### src/rtl/core/tdp_pkg.sv
// ----------------------------------------------------------------------------
// tdp_pkg: shared definitions of the trial division prime test
// Default candidate width and the divider status bundle.
// ----------------------------------------------------------------------------
`default_nettype none

package tdp_pkg;

	// Default width of the candidate in bits.
	localparam int WIDTH_DEFAULT = 32;

	// Status of the shared divider as seen by the sequencer.
	typedef struct packed {
		logic busy;
		logic done;
	} div_stat_t;

endpackage

`default_nettype wire

### src/rtl/core/tdp_divider.sv
// ----------------------------------------------------------------------------
// tdp_divider: iterative restoring divider
// Produces quotient and remainder of two unsigned words, one bit per cycle.
// ----------------------------------------------------------------------------
`default_nettype none

module tdp_divider #(
	parameter int WIDTH = tdp_pkg::WIDTH_DEFAULT
) (
	input  wire logic               clk,
	input  wire logic               arst_n,
	input  wire logic               start,
	input  wire logic [WIDTH-1:0]   dividend,
	input  wire logic [WIDTH-1:0]   divisor,
	output logic      [WIDTH-1:0]   quotient,
	output logic      [WIDTH-1:0]   remainder,
	output tdp_pkg::div_stat_t      stat
);

	localparam int CNT_W = $clog2(WIDTH);

	logic             busy_q;
	logic             done_q;
	logic [CNT_W-1:0] cnt_q;
	logic [WIDTH-1:0] rem_q;
	logic [WIDTH-1:0] quo_q;
	logic [WIDTH-1:0] den_q;

	logic [WIDTH:0]   trial;
	logic [WIDTH:0]   diff;
	logic             fits;

	// One restoring step: shift in the next dividend bit and try a subtract.
	always_comb begin
		trial = {rem_q, quo_q[WIDTH-1]};
		diff  = trial - {1'b0, den_q};
		fits  = !diff[WIDTH];
	end

	// Control: count the steps and flag the cycle after the last one.
	always_ff @(posedge clk or negedge arst_n) begin
		if (!arst_n) begin
			busy_q <= 1'b0;
			done_q <= 1'b0;
			cnt_q  <= '0;
		end else begin
			done_q <= 1'b0;
			if (start && !busy_q) begin
				busy_q <= 1'b1;
				cnt_q  <= CNT_W'(WIDTH - 1);
			end else if (busy_q) begin
				if (cnt_q == '0) begin
					busy_q <= 1'b0;
					done_q <= 1'b1;
				end else begin
					cnt_q <= cnt_q - CNT_W'(1);
				end
			end
		end
	end

	// Datapath: the dividend shifts out as quotient bits shift in.
	always_ff @(posedge clk) begin
		if (start && !busy_q) begin
			rem_q <= '0;
			quo_q <= dividend;
			den_q <= divisor;
		end else if (busy_q) begin
			rem_q <= fits ? diff[WIDTH-1:0] : trial[WIDTH-1:0];
			quo_q <= {quo_q[WIDTH-2:0], fits};
		end
	end

	assign quotient    = quo_q;
	assign remainder   = rem_q;
	assign stat.busy   = busy_q;
	assign stat.done   = done_q;

endmodule

`default_nettype wire

### config.mk
export PLATFORM = sky130hd
export DESIGN_NAME = tdp_divider
export DESIGN_NICKNAME = d
export VERILOG_FILES = /design/src/rtl/core/tdp_pkg.sv /design/src/rtl/core/tdp_divider.sv
export SDC_FILE = /design/constraint.sdc
export NUM_CORES = 1
export LEC_CHECK = 0
export ABC_AREA = 1
export BUFFER_PORTS_ARGS = -buffer_cell sky130_fd_sc_hd__buf_2
export CORE_UTILIZATION = 40
export CTS_CLUSTER_DIAMETER = 150
export DETAILED_ROUTE_END_ITERATION = 10
export HOLD_SLACK_MARGIN = 0.15
export SLEW_MARGIN = 20
export SYNTH_ARGS = -nofsm -noshare
export SYNTH_HDL_FRONTEND = slang
export SYNTH_SLANG_ARGS = --single-unit
### constraint.sdc
create_clock -name clk -period 2.64 [get_ports clk]
set_input_delay 0.528 -clock clk [delete_from_list [all_inputs] [get_ports clk]]
set_output_delay 0.528 -clock clk [all_outputs]
set_load 0.1 [all_outputs]
# ---- After elaboration in Yosys (flattened, before gate mapping)
# Cells that the tools add are included.
dict set report word_totals {
  register_bits 103
  latch_bits 0
  ramBits 0
  mem_bits_ro 0
  inputBits 67
  output_inout_bits 66
  n_memories 0
}
dict set report classes {
  add_sub_neg 2
  multipliers 0
  n_div 0
  order_cmp 0
  eq_ne 1
  shifts 0
  muxes 12
  n_bitwise 0
  n_reduce_logical 6
}
# operator n
set ops {}
lappend ops {{$mux W32} 3}
lappend ops {{$sub A33 B32 Y33} 1}
lappend ops {{$mux W5} 3}
lappend ops {{$mux W1} 6}
lappend ops {{$logic_not A5 Y1} 1}
lappend ops {{$sub A5 B1 Y5 const B} 1}
lappend ops {{$logic_not A1 Y1} 2}
lappend ops {{$ne A2 B1 Y1 const B} 1}
lappend ops {{$reduce_and A2 Y1} 1}
lappend ops {{$reduce_bool A2 Y1} 1}
lappend ops {{$logic_and A1 B1 Y1} 1}

# ---- Depth between registers and ports, before layout
# Gate-level depths: netlist (run 1).
dict set report logic_depth {
  ltp_word 4
  ltp_mapped 19
  depth_no_buf 18
}

# ---- Least setup slack after synthesis (run 1)
# No wires, ideal clock.
dict set report synth_path {
  path_type {flip-flop to flip-flop}
  start {register quo_q[31] (netlist: quotient[31])}
  end {register quo_q[0] (netlist: quotient[0]) (data pin)}
  setup_time_ns 0.264
  arrival_time_ns 2.665
  required_time_ns 2.376
  path_slack_ns -0.289
  stages_incl_launch_ff 15
  path_buffers 1
  period_less_slack_ns 2.929
  cell_sequence {edfxtp_1 > inv_1 > ha_1 > fa_1 > inv_1 > nand2_1 > nand2_1 > nand3_1 > nand2_1 > nand2_1 > nand2_2 > nand2_2 > nand3_4 > buf_2 > a31oi_1}
}
dict set report synth_between {
  elab_chain_len 4
}
# element line_no
set synth_rtl {}
lappend synth_rtl {{start, declared} tdp_divider.sv:26} ;# logic [WIDTH-1:0] quo_q;
lappend synth_rtl {{start signal, assigned} tdp_divider.sv:66} ;# quo_q <= dividend;
lappend synth_rtl {{start signal, assigned} tdp_divider.sv:70} ;# quo_q <= {quo_q[WIDTH-2:0], fits};
lappend synth_rtl {{$sub A33 B32 Y33} tdp_divider.sv:36} ;# diff = trial - {1'b0, den_q};
lappend synth_rtl {{$logic_not A1 Y1} tdp_divider.sv:37} ;# fits = !diff[WIDTH];
lappend synth_rtl {{$mux W32} tdp_divider.sv:68} ;# end else if (busy_q) begin
lappend synth_rtl {{$mux W32} tdp_divider.sv:64} ;# if (start && !busy_q) begin
# Every way passes these cells. The select of a mux whose other input is x is not followed.
# A chain may end at the register's enable or synchronous reset.

# ---- Worst setup path after layout (run 1)
dict set report layout_path {
  start {register rem_q[20] (netlist: remainder[20])}
  end {register rem_q[18] (netlist: remainder[18])}
}
dict set report layout_between {
  elab_chain_len 2
}
# element line_no
set layout_rtl {}
lappend layout_rtl {{start, declared} tdp_divider.sv:25} ;# logic [WIDTH-1:0] rem_q;
lappend layout_rtl {{start signal, assigned} tdp_divider.sv:69} ;# rem_q <= fits ? diff[WIDTH-1:0] : trial[WIDTH-1:0];
lappend layout_rtl {{$sub A33 B32 Y33} tdp_divider.sv:36}
lappend layout_rtl {{$mux W32} tdp_divider.sv:69}
# Every way passes these cells.

==> reports/metrics.cfg, run 1 <==
[setup_path]
start_kind=register
worstPathMaxFanout=33
crit_slowest_cell=ha_1
cp.required_ns=2.90
crit_type=register to register
critPathMaxStageDelay_ns=0.40
crit_path_end_kind=register
crit_arrival_ns=2.66
timing.critical_path.mode_cell=nand2_1
crit_chain=ha_1 -> nand2_1 -> nand2_1 -> nand2_1 -> nand2_1 -> inv_1 -> nand2_1 -> a21oi_1 -> nand2_2 -> nand2_4 -> buf_12 -> nand3b_1 -> nand3_1 -> nand2_1

[route]
wirelength_mm=18.17
dr.pass1.iters=8
ant_nets=0
drt-wirelength-per-cell_um=13.05
drt_iter0_drc=374
route.detailed.drc=0
vias=6516
viasPerCell=4.681

[global_route]
grt_start_max_net_pins=66
grt_usage_pct=21.67
overflow=0
antenna_found_initial=0
grt_pass1_vias=6262
grt_pass1_wl_mm=30.39

[yosys]
syn_avg_cell_area_um2=6.715
synth_edf_count=64
yosysTopAreaCell=edfxtp_1
post_synth_num_cell_types=36
synthTopCellsByCount=nand2_1, inv_1, edfxtp_1
synth_flop_cell=edfxtp_1
synth_fa_ha_area_share_pct=6.403
syn-cell-area_um2=6957
synthTopCellsByArea=edfxtp_1, nand2_1, inv_1
synthArstFlopShare_pct=6.796
synth_top_cell_area_share_pct=27.63
syn-num-nets=1138
ys_seq_area_share_pct=39.35
yosys.area_share.simple_pct=37.45
ys_ff_latch=103
synth.most_common_cell=nand2_1
synth_top_family_by_area=simple AND/OR/NAND/NOR gates
synth_cells=1036
synth_warnings=0
synth_compound_area_share_pct=2.140
yosys.area_share.xor_xnor_pct=1.888
synthMuxAreaShare_pct=0

[floorplanning]
dieArea_um2=17920
die_width_um=133.9
rows=47
core_um2=16760
pin_count=133
chipHeight_um=133.9
initial_core_util_pct=41.51

[min_path]
hp-class=primary input to register

[run]
cap_violations=0

[clock_network]
clock_latency_ns=0.37
cts_buffers=9
cts_max_path_buffers=2
cts_max_level=3
clock_sinks=103
clk_pin_slew_worst_paths_ns=0.08
clockRootBuffer=clkbuf_16
cts_tree=built
post-cts-setup-buffer-count=0

[final_layout]
fill_cells=1777
drive_gt1_share_pct=15.10
num-nets-final=1269
final_util_pct=48.85
final_cells=1392
n_antenna_cell=0
area_growth_pct=17.70

[timing]
hold_violations=0
rsz0062_at_grt=no
fmax_mhz=416.3
period_needed_ns=2.402
worstMarginPinSlew_ns=0.7829
period_share_pct=90.99
fin_skew_ns=0.01528
setup_viol=0
setup-tns-final_ns=0
maxSlewViolCount=0
relSlewSlack_pct=47.81

[place]
placed_cells=1375
portBuffers=132
hpwl_mm=13.70
gp_congestion=0.9906

[run_status]
status=complete, no violations

-- registers in the layout, indices dropped and copies added, names as in the netlist --
register	flops
remainder	32
quotient	32
den_q	32
done_q	1
busy_q	1
cnt_q	5
-- critical path: cells and delay by family, from the launching register on --
family	cells	cell delay, ns
fa+ha+maj	1	0.40
simple gates	10	0.96
buf+inv	2	0.28
compound gates	1	0.30
flops	1	0.35
-- path summary, 6_finish.rpt --
kind / slack [ns] / depth (start not counted) / from / end
worst max-delay path: 0.24 / 14 / remainder[20] / remainder[18]
worst min-delay path: 0.33 / 1 / divisor[29] / den_q[29]
worst max register to register: 0.24 / 14 / remainder[20] / remainder[18]
worst min register to register: 0.48 / 2 / remainder[9] / remainder[9]
max in group asynchronous: 1.98 / 2 / arst_n / done_q
min in group asynchronous: 0.50 / 2 / arst_n / cnt_q[1]
-- kinds of logic (layout without fill, tap and decap cells) --
| kind of cell | count (synthesis) | after routing |
|---|---|---|
| xor+xnor | 15 | 15 |
| buf+inv | 228 | 364 |
| compound gates | 28 | 28 |
| flops | 103 | 103 |
| simple gates | 627 | 627 |
| fa+ha+maj | 35 | 35 |
-- layout by cell type (no fill, tap or decap), drive strengths merged, types with 2 or more instances in the layout --
master	count
dfrtp	7
o21ai	2
buf	143
dfxtp	32
nand3b	23
xor2	14
edfxtp	64
nand4	8
and2	4
a21oi	22
nor2	50
inv	208
nand3	60
or2	2
ha	34
clkinv	2
clkbuf	10
nand2	476
nor3	3
-- per-layer routing --
layer | routed length [um] | vias to the layer above | GRT usage, %
met1 | 8390 | 2909 | 27.92
met5 | 0 | - | 0
met4 | 408 | 0 | 6.881
met2 | 8126 | 180 | 35.20
li1 | - | 3399 | -
met3 | 1246 | 28 | 5.782
-- cell type report --
class | instances | area [um^2] | area share, %
Clock buffer | 10 | 229.0 | 2.796
Clock inverter | 6 | 57.56 | 0.7029
Inverter | 204 | 765.7 | 9.352
Multi-Input combinational cell | 705 | 3357 | 41.00
Sequential cell | 103 | 2738 | 33.44
Tap cell | 220 | 275.3 | 3.362
Timing Repair Buffer | 144 | 765.7 | 9.352
-- what timing repair did --
action / 4_1_cts / 5_1_grt
gates resized for setup: 0 / 1
endpoints found under the setup margin: 0 / 3
hold buffers: 1 / 0
hold endpoints to repair: 7 / 0
-- stage by stage --
step / cell area, um^2 / hold slack [ns] / setup WS [ns]
3_5_place_dp: 7883 / 0.3734 / 0.1571
6_report: 8188 / 0.3292 / 0.2379
3_3_place_gp: 7883 / 0.3758 / 0.2216
5_1_grt: 8188 / 0.3136 / 0.05520
4_1_cts: 8179 / 0.3160 / 0.1288
2_1_floorplan: 6985 / 0.2324 / -0.1380
Power of run 1 is left out: the tool's default activity adds up to more than one toggle a clock period on the data nets, which glitch-free logic cannot reach.
==> inputs of run 2 (changes only) <==
--- a/config.mk
+++ b/config.mk
@@ -11,6 +11,7 @@
 export CTS_CLUSTER_DIAMETER = 150
 export DETAILED_ROUTE_END_ITERATION = 10
 export HOLD_SLACK_MARGIN = 0.15
+export REMOVE_ABC_BUFFERS = 1
 export SLEW_MARGIN = 20
 export SYNTH_ARGS = -nofsm -noshare
 export SYNTH_HDL_FRONTEND = slang
==> run 2 against run 1 <==
Routed wire length grew 2.0%. Die area did not move. Flip-flop and latch count unchanged. Design area increased by 0.43%. Final cell count is 0.43% higher. Sequential share of layout area fell by 0.14 points. Register-to-register slack gained 0.02 ns. Largest cell class unchanged.
==> reports/metrics.cfg, run 2 (synthesized netlist as in run 1, its figures left out) <==
[setup_path]
start_kind=register
worstPathMaxFanout=21  ; -36%
cp.required_ns=2.74  ; -0.16 ns
crit_type=register to register
crit_path_end_kind=register
crit_arrival_ns=2.48  ; -0.18 ns
r2r_slack_ns=0.26  ; +0.02 ns

[place]
portBuffers=132  ; unchanged
gp_congestion=0.8902  ; -10%
hpwl_mm=14.30  ; +4.4%

[clock_network]
clockRootBuffer=clkbuf_16
post-cts-setup-buffer-count=0  ; unchanged
cts_tree=built
clock_latency_ns=0.36  ; about the same
cts_max_path_buffers=2  ; unchanged
cts_max_level=3  ; unchanged
cts_buffers=9  ; unchanged
clock_sinks=103  ; unchanged
clk_pin_slew_worst_paths_ns=0.08  ; about the same

[route]
wirelength_mm=18.53  ; +2.0%
ant_nets=0  ; unchanged
viasPerCell=4.568  ; -2.4%
drt_iter0_drc=322  ; -14%
vias=6386  ; -2.0%
drt-wirelength-per-cell_um=13.26  ; +1.6%
dr.pass1.iters=5  ; -3
route.detailed.drc=0  ; unchanged

[global_route]
grt_pass1_vias=6181  ; -1.3%
overflow=0  ; unchanged
antenna_found_initial=0  ; unchanged
grt_pass1_wl_mm=30.09  ; -0.98%
grt_start_max_net_pins=46  ; -30%
grt_usage_pct=21.54  ; -0.13 points

[timing]
fin_skew_ns=0.01064  ; -0.004638 ns
fmax_mhz=420.1  ; +0.91%
setup_viol=0  ; unchanged
hold_slack_ns=0.3359  ; +0.006661 ns
worstMarginPinSlew_ns=0.5518  ; -0.2311 ns
rsz0062_at_grt=no
period_share_pct=90.17  ; -0.82 points
setup-tns-final_ns=0  ; unchanged
hold_violations=0  ; unchanged
relSlewSlack_pct=63.47  ; +16 points
period_needed_ns=2.380  ; -0.02165 ns
maxSlewViolCount=0  ; unchanged

[floorplanning]
rows=47  ; unchanged
initial_core_util_pct=41.51  ; unchanged
chipHeight_um=133.9  ; unchanged
pin_count=133  ; unchanged
core_um2=16760  ; unchanged
dieArea_um2=17920  ; unchanged
die_width_um=133.9  ; unchanged

[run_status]
status=complete, no violations

[final_layout]
area_growth_pct=18.20
layout_commonest_cell=nand2_1
n_antenna_cell=0  ; unchanged
final_cell_mix=nand2_1, inv_1, buf_2
num-nets-final=1275  ; +0.47%
drive_gt1_share_pct=15.11  ; about the same

[run]
cap_violations=0  ; unchanged

[min_path]
hp-class=primary input to register

run 2: cell types whose count changed in the layout (fill, tap and decap cells not counted):
cell	change
buf_4	+5
buf_6	+1
clkinv_1	+1
clkinv_4	-1
clkinvlp_4	+1
fa_1	+1
fa_2	-1
ha_1	+1
ha_2	-1
inv_1	+1
inv_2	-1
inv_6	-1
nand2_1	+1
nand2_2	-1
run 2: per-stage QoR:
stage               instance area (um^2)  instances  util [%]  worst slack, ns
finish                              8223       1398     49.06           0.2595
global route                        8223       1398     49.06          0.05171
CTS                                 8210       1398     48.99           0.1349
detailed placement                  7920       1381     47.26           0.1725
global placement                    7920       1381     47.26           0.2486
floorplan                           6834       1012         -           -3.334
run 2: final timing paths:
kind                            endpoint           from  cells past startpoint
setup / recovery             quotient[0]   quotient[31]                     14
hold / removal                  den_q[6]     divisor[6]                      1
setup reg to reg             quotient[0]   quotient[31]                     14
hold reg to reg            remainder[19]  remainder[19]                      2
max in group asynchronous         busy_q         arst_n                      2
min in group asynchronous       cnt_q[2]         arst_n                      2
run 2: metal layers:
metal,track usage [%],vias to the layer above,part of all wire [%]
li1,-,3406,-
met1,28.21,2800,47
met2,34.80,162,44
met3,6.198,18,7.2
met4,5.366,0,1.4
met5,0,-,0
run 2: layout make-up:
type                    count  area (um^2)
multi-input cells         705         3349
repair buffers            150        814.5
fillers                  1811         8537
clock buffers              10        229.0
well taps                 220        275.3
inverters                 204        765.7
flip-flops and latches    103         2738
clock inverters             6        51.30
run 2: repair_timing:
item,CTS,global route
gates resized for setup,0,2
hold endpoints to repair,7,0
setup endpoints to repair,0,32
hold buffers,1,0
run 2: worst max-delay path, stage by stage, from the launching register on:
cell and delay [ns]:
edfxtp_1 0.35, inv_1 0.06, ha_1 0.22, fa_1 0.42, inv_1 0.09, nand2_1 0.05, nand2_1 0.07, nand3_1 0.07
nand2_1 0.10, nand2_1 0.07, nand2_2 0.09, nand2_2 0.08, nand3_4 0.10, buf_6 0.23, a31oi_1 0.11
Power of run 2 is left out for the same reason.
==> inputs of run 3 (changes only) <==
--- a/config.mk
+++ b/config.mk
@@ -11,6 +11,7 @@
 export CTS_CLUSTER_DIAMETER = 150
 export DETAILED_ROUTE_END_ITERATION = 10
 export HOLD_SLACK_MARGIN = 0.15
+export RECOVER_POWER = 50
 export REMOVE_ABC_BUFFERS = 1
 export SLEW_MARGIN = 20
 export SYNTH_ARGS = -nofsm -noshare
==> run 3 against run 2 <==
Critical path depth increased by 4. Highest routed layer unchanged. Via count about the same. Routed wire length hardly changed. Sequential share of layout area is 0.081 points higher. Non-clock buffer count is the same. Die area is the same.
==> reports/metrics.cfg, run 3 (synthesized netlist as in run 1, its figures left out) <==
[setup_path]
cp.required_ns=2.89  ; +0.15 ns
crit_path_end_kind=register
start_kind=register
worstPathMaxFanout=12  ; -43%
crit_type=register to register
r2r_slack_ns=0.27  ; about the same
crit_arrival_ns=2.62  ; +0.14 ns

[route]
ant_nets=0  ; unchanged
vias=6392  ; +0.094%
viasPerCell=4.572  ; about the same
wirelength_mm=18.53  ; about the same
met2_length_mm=8.217  ; +0.15%
top_layer=met4
drt-wirelength-per-cell_um=13.25  ; about the same
dr_wl_met3_mm=1.386  ; +4.4%
dr.pass1.iters=5  ; unchanged
wl_met1_mm=8.700  ; -0.53%
drt_iter0_drc=317  ; -1.6%
route.detailed.drc=0  ; unchanged

[clock_network]
clock_sinks=103  ; unchanged
cts_max_path_buffers=2  ; unchanged
cts_tree=built
cts_max_level=3  ; unchanged
clock_latency_ns=0.36  ; about the same
cts_buffers=9  ; unchanged
clockRootBuffer=clkbuf_16
clk_pin_slew_worst_paths_ns=0.08  ; about the same

[timing]
rsz0062_at_grt=no
worstMarginPinSlew_ns=1.245  ; +0.6934 ns
period_share_pct=89.86  ; -0.31 points
worst_slack_ns=0.2676  ; +0.008085 ns
maxSlewViolCount=0  ; unchanged
fin_skew_ns=0.01087  ; +0.0002253 ns
relSlewSlack_pct=16.98  ; -46 points
fmax_mhz=421.5  ; +0.34%
hold_violations=0  ; unchanged
period_needed_ns=2.372  ; -0.008085 ns
setup_viol=0  ; unchanged

[final_layout]
n_antenna_cell=0  ; unchanged
final_util_pct=48.94  ; -0.12 points
drive_gt1_share_pct=14.77  ; -0.34 points
fin_area_um2=8203  ; -0.24%
regArea_um2=2738  ; unchanged
final_cell_mix=nand2_1, inv_1, buf_2
area_growth_pct=17.91
multi_input_comb_area_um2=3339  ; -0.30%
layout_commonest_cell=nand2_1
fill_cells=1817  ; +0.33%
num-nets-final=1275  ; unchanged

[floorplanning]
initial_core_util_pct=41.51  ; unchanged
pin_count=133  ; unchanged
core_um2=16760  ; unchanged
rows=47  ; unchanged
dieArea_um2=17920  ; unchanged
chipHeight_um=133.9  ; unchanged
die_width_um=133.9  ; unchanged

[place]
portBuffers=132  ; unchanged
gp_congestion=0.8902  ; unchanged
hpwl_mm=14.30  ; unchanged
postPlaceCellArea_um2=7920  ; unchanged
pre_cts_slack_ns=0.1725  ; unchanged

[min_path]
hp-class=primary input to register

[global_route]
antenna_found_initial=0  ; unchanged
grt_pass1_wl_mm=30.09  ; unchanged
grt_pass1_vias=6181  ; unchanged
grt_start_max_net_pins=46  ; unchanged
overflow=0  ; unchanged
grt_usage_pct=21.54  ; unchanged

[run]
cap_violations=0  ; unchanged

[run_status]
status=complete, no violations

==> run 3: cell types whose count changed in the layout (fill, tap and decap cells not counted), sizes merged <==
cell / previous run / this run
buf: 149 / 145
clkbuf: 10 / 14
==> run 3: metal layers <==
layer  vias to the layer above  global-route usage [%]
met5                         -                       0
met4                         0                   5.366
met3                        16                   6.198
met2                       175                   34.80
met1                      2794                   28.21
li1                       3407                       -
==> run 3: timing repair <==
| item | in CTS | in global routing |
|---|---|---|
| endpoints found under the hold margin | 7 | 0 |
| hold buffers | 1 | 0 |
| gates resized for setup | 0 | 2 |
| endpoints found under the setup margin | 0 | 32 |
| buffers inserted | 0 | 0 |
==> run 3: final cells by class <==
cell class | instances | area share [%]
Clock inverter | 6 | 0.6254
Inverter | 204 | 9.335
Tap cell | 220 | 3.356
Sequential cell | 103 | 33.37
Clock buffer | 10 | 2.791
Multi-Input combinational cell | 705 | 40.71
Timing Repair Buffer | 150 | 9.808
==> run 3: critical path: stages (launching register included) <==
cell,delay [ns]
edfxtp_1,0.35
inv_1,0.06
ha_1,0.22
fa_1,0.42
inv_1,0.09
nand2_1,0.05
nand2_1,0.07
nand3_1,0.07
nand2_1,0.10
nand2_1,0.07
nand2_2,0.09
nand2_2,0.08
nand2_2,0.08
nand2_4,0.08
buf_4,0.20
nand3_1,0.08
nand2_1,0.05
nand2_1,0.05
nand2_1,0.05
==> run 3: through the flow <==
| step | TNS [ns] | instances | hold WS, ns |
|---|---|---|---|
| after floorplan | -203.76 | 1012 | 0.2324 |
| after global placement | 0 | 1381 | 0.3708 |
| after detailed placement | 0 | 1381 | 0.3662 |
| after CTS | 0 | 1398 | 0.3155 |
| after global routing | 0 | 1398 | 0.3192 |
| final | 0 | 1398 | 0.3356 |
==> run 3: worst paths after layout <==
check / startpoint / end / cells after the start
hold / removal: divisor[6] / den_q[6] / 1
max in group asynchronous: arst_n / busy_q / 2
min in group asynchronous: arst_n / cnt_q[2] / 2
hold reg to reg: remainder[19] / remainder[19] / 2
setup / recovery: quotient[31] / remainder[26] / 18
setup reg to reg: quotient[31] / remainder[26] / 18
Power of run 3 is left out for the same reason.
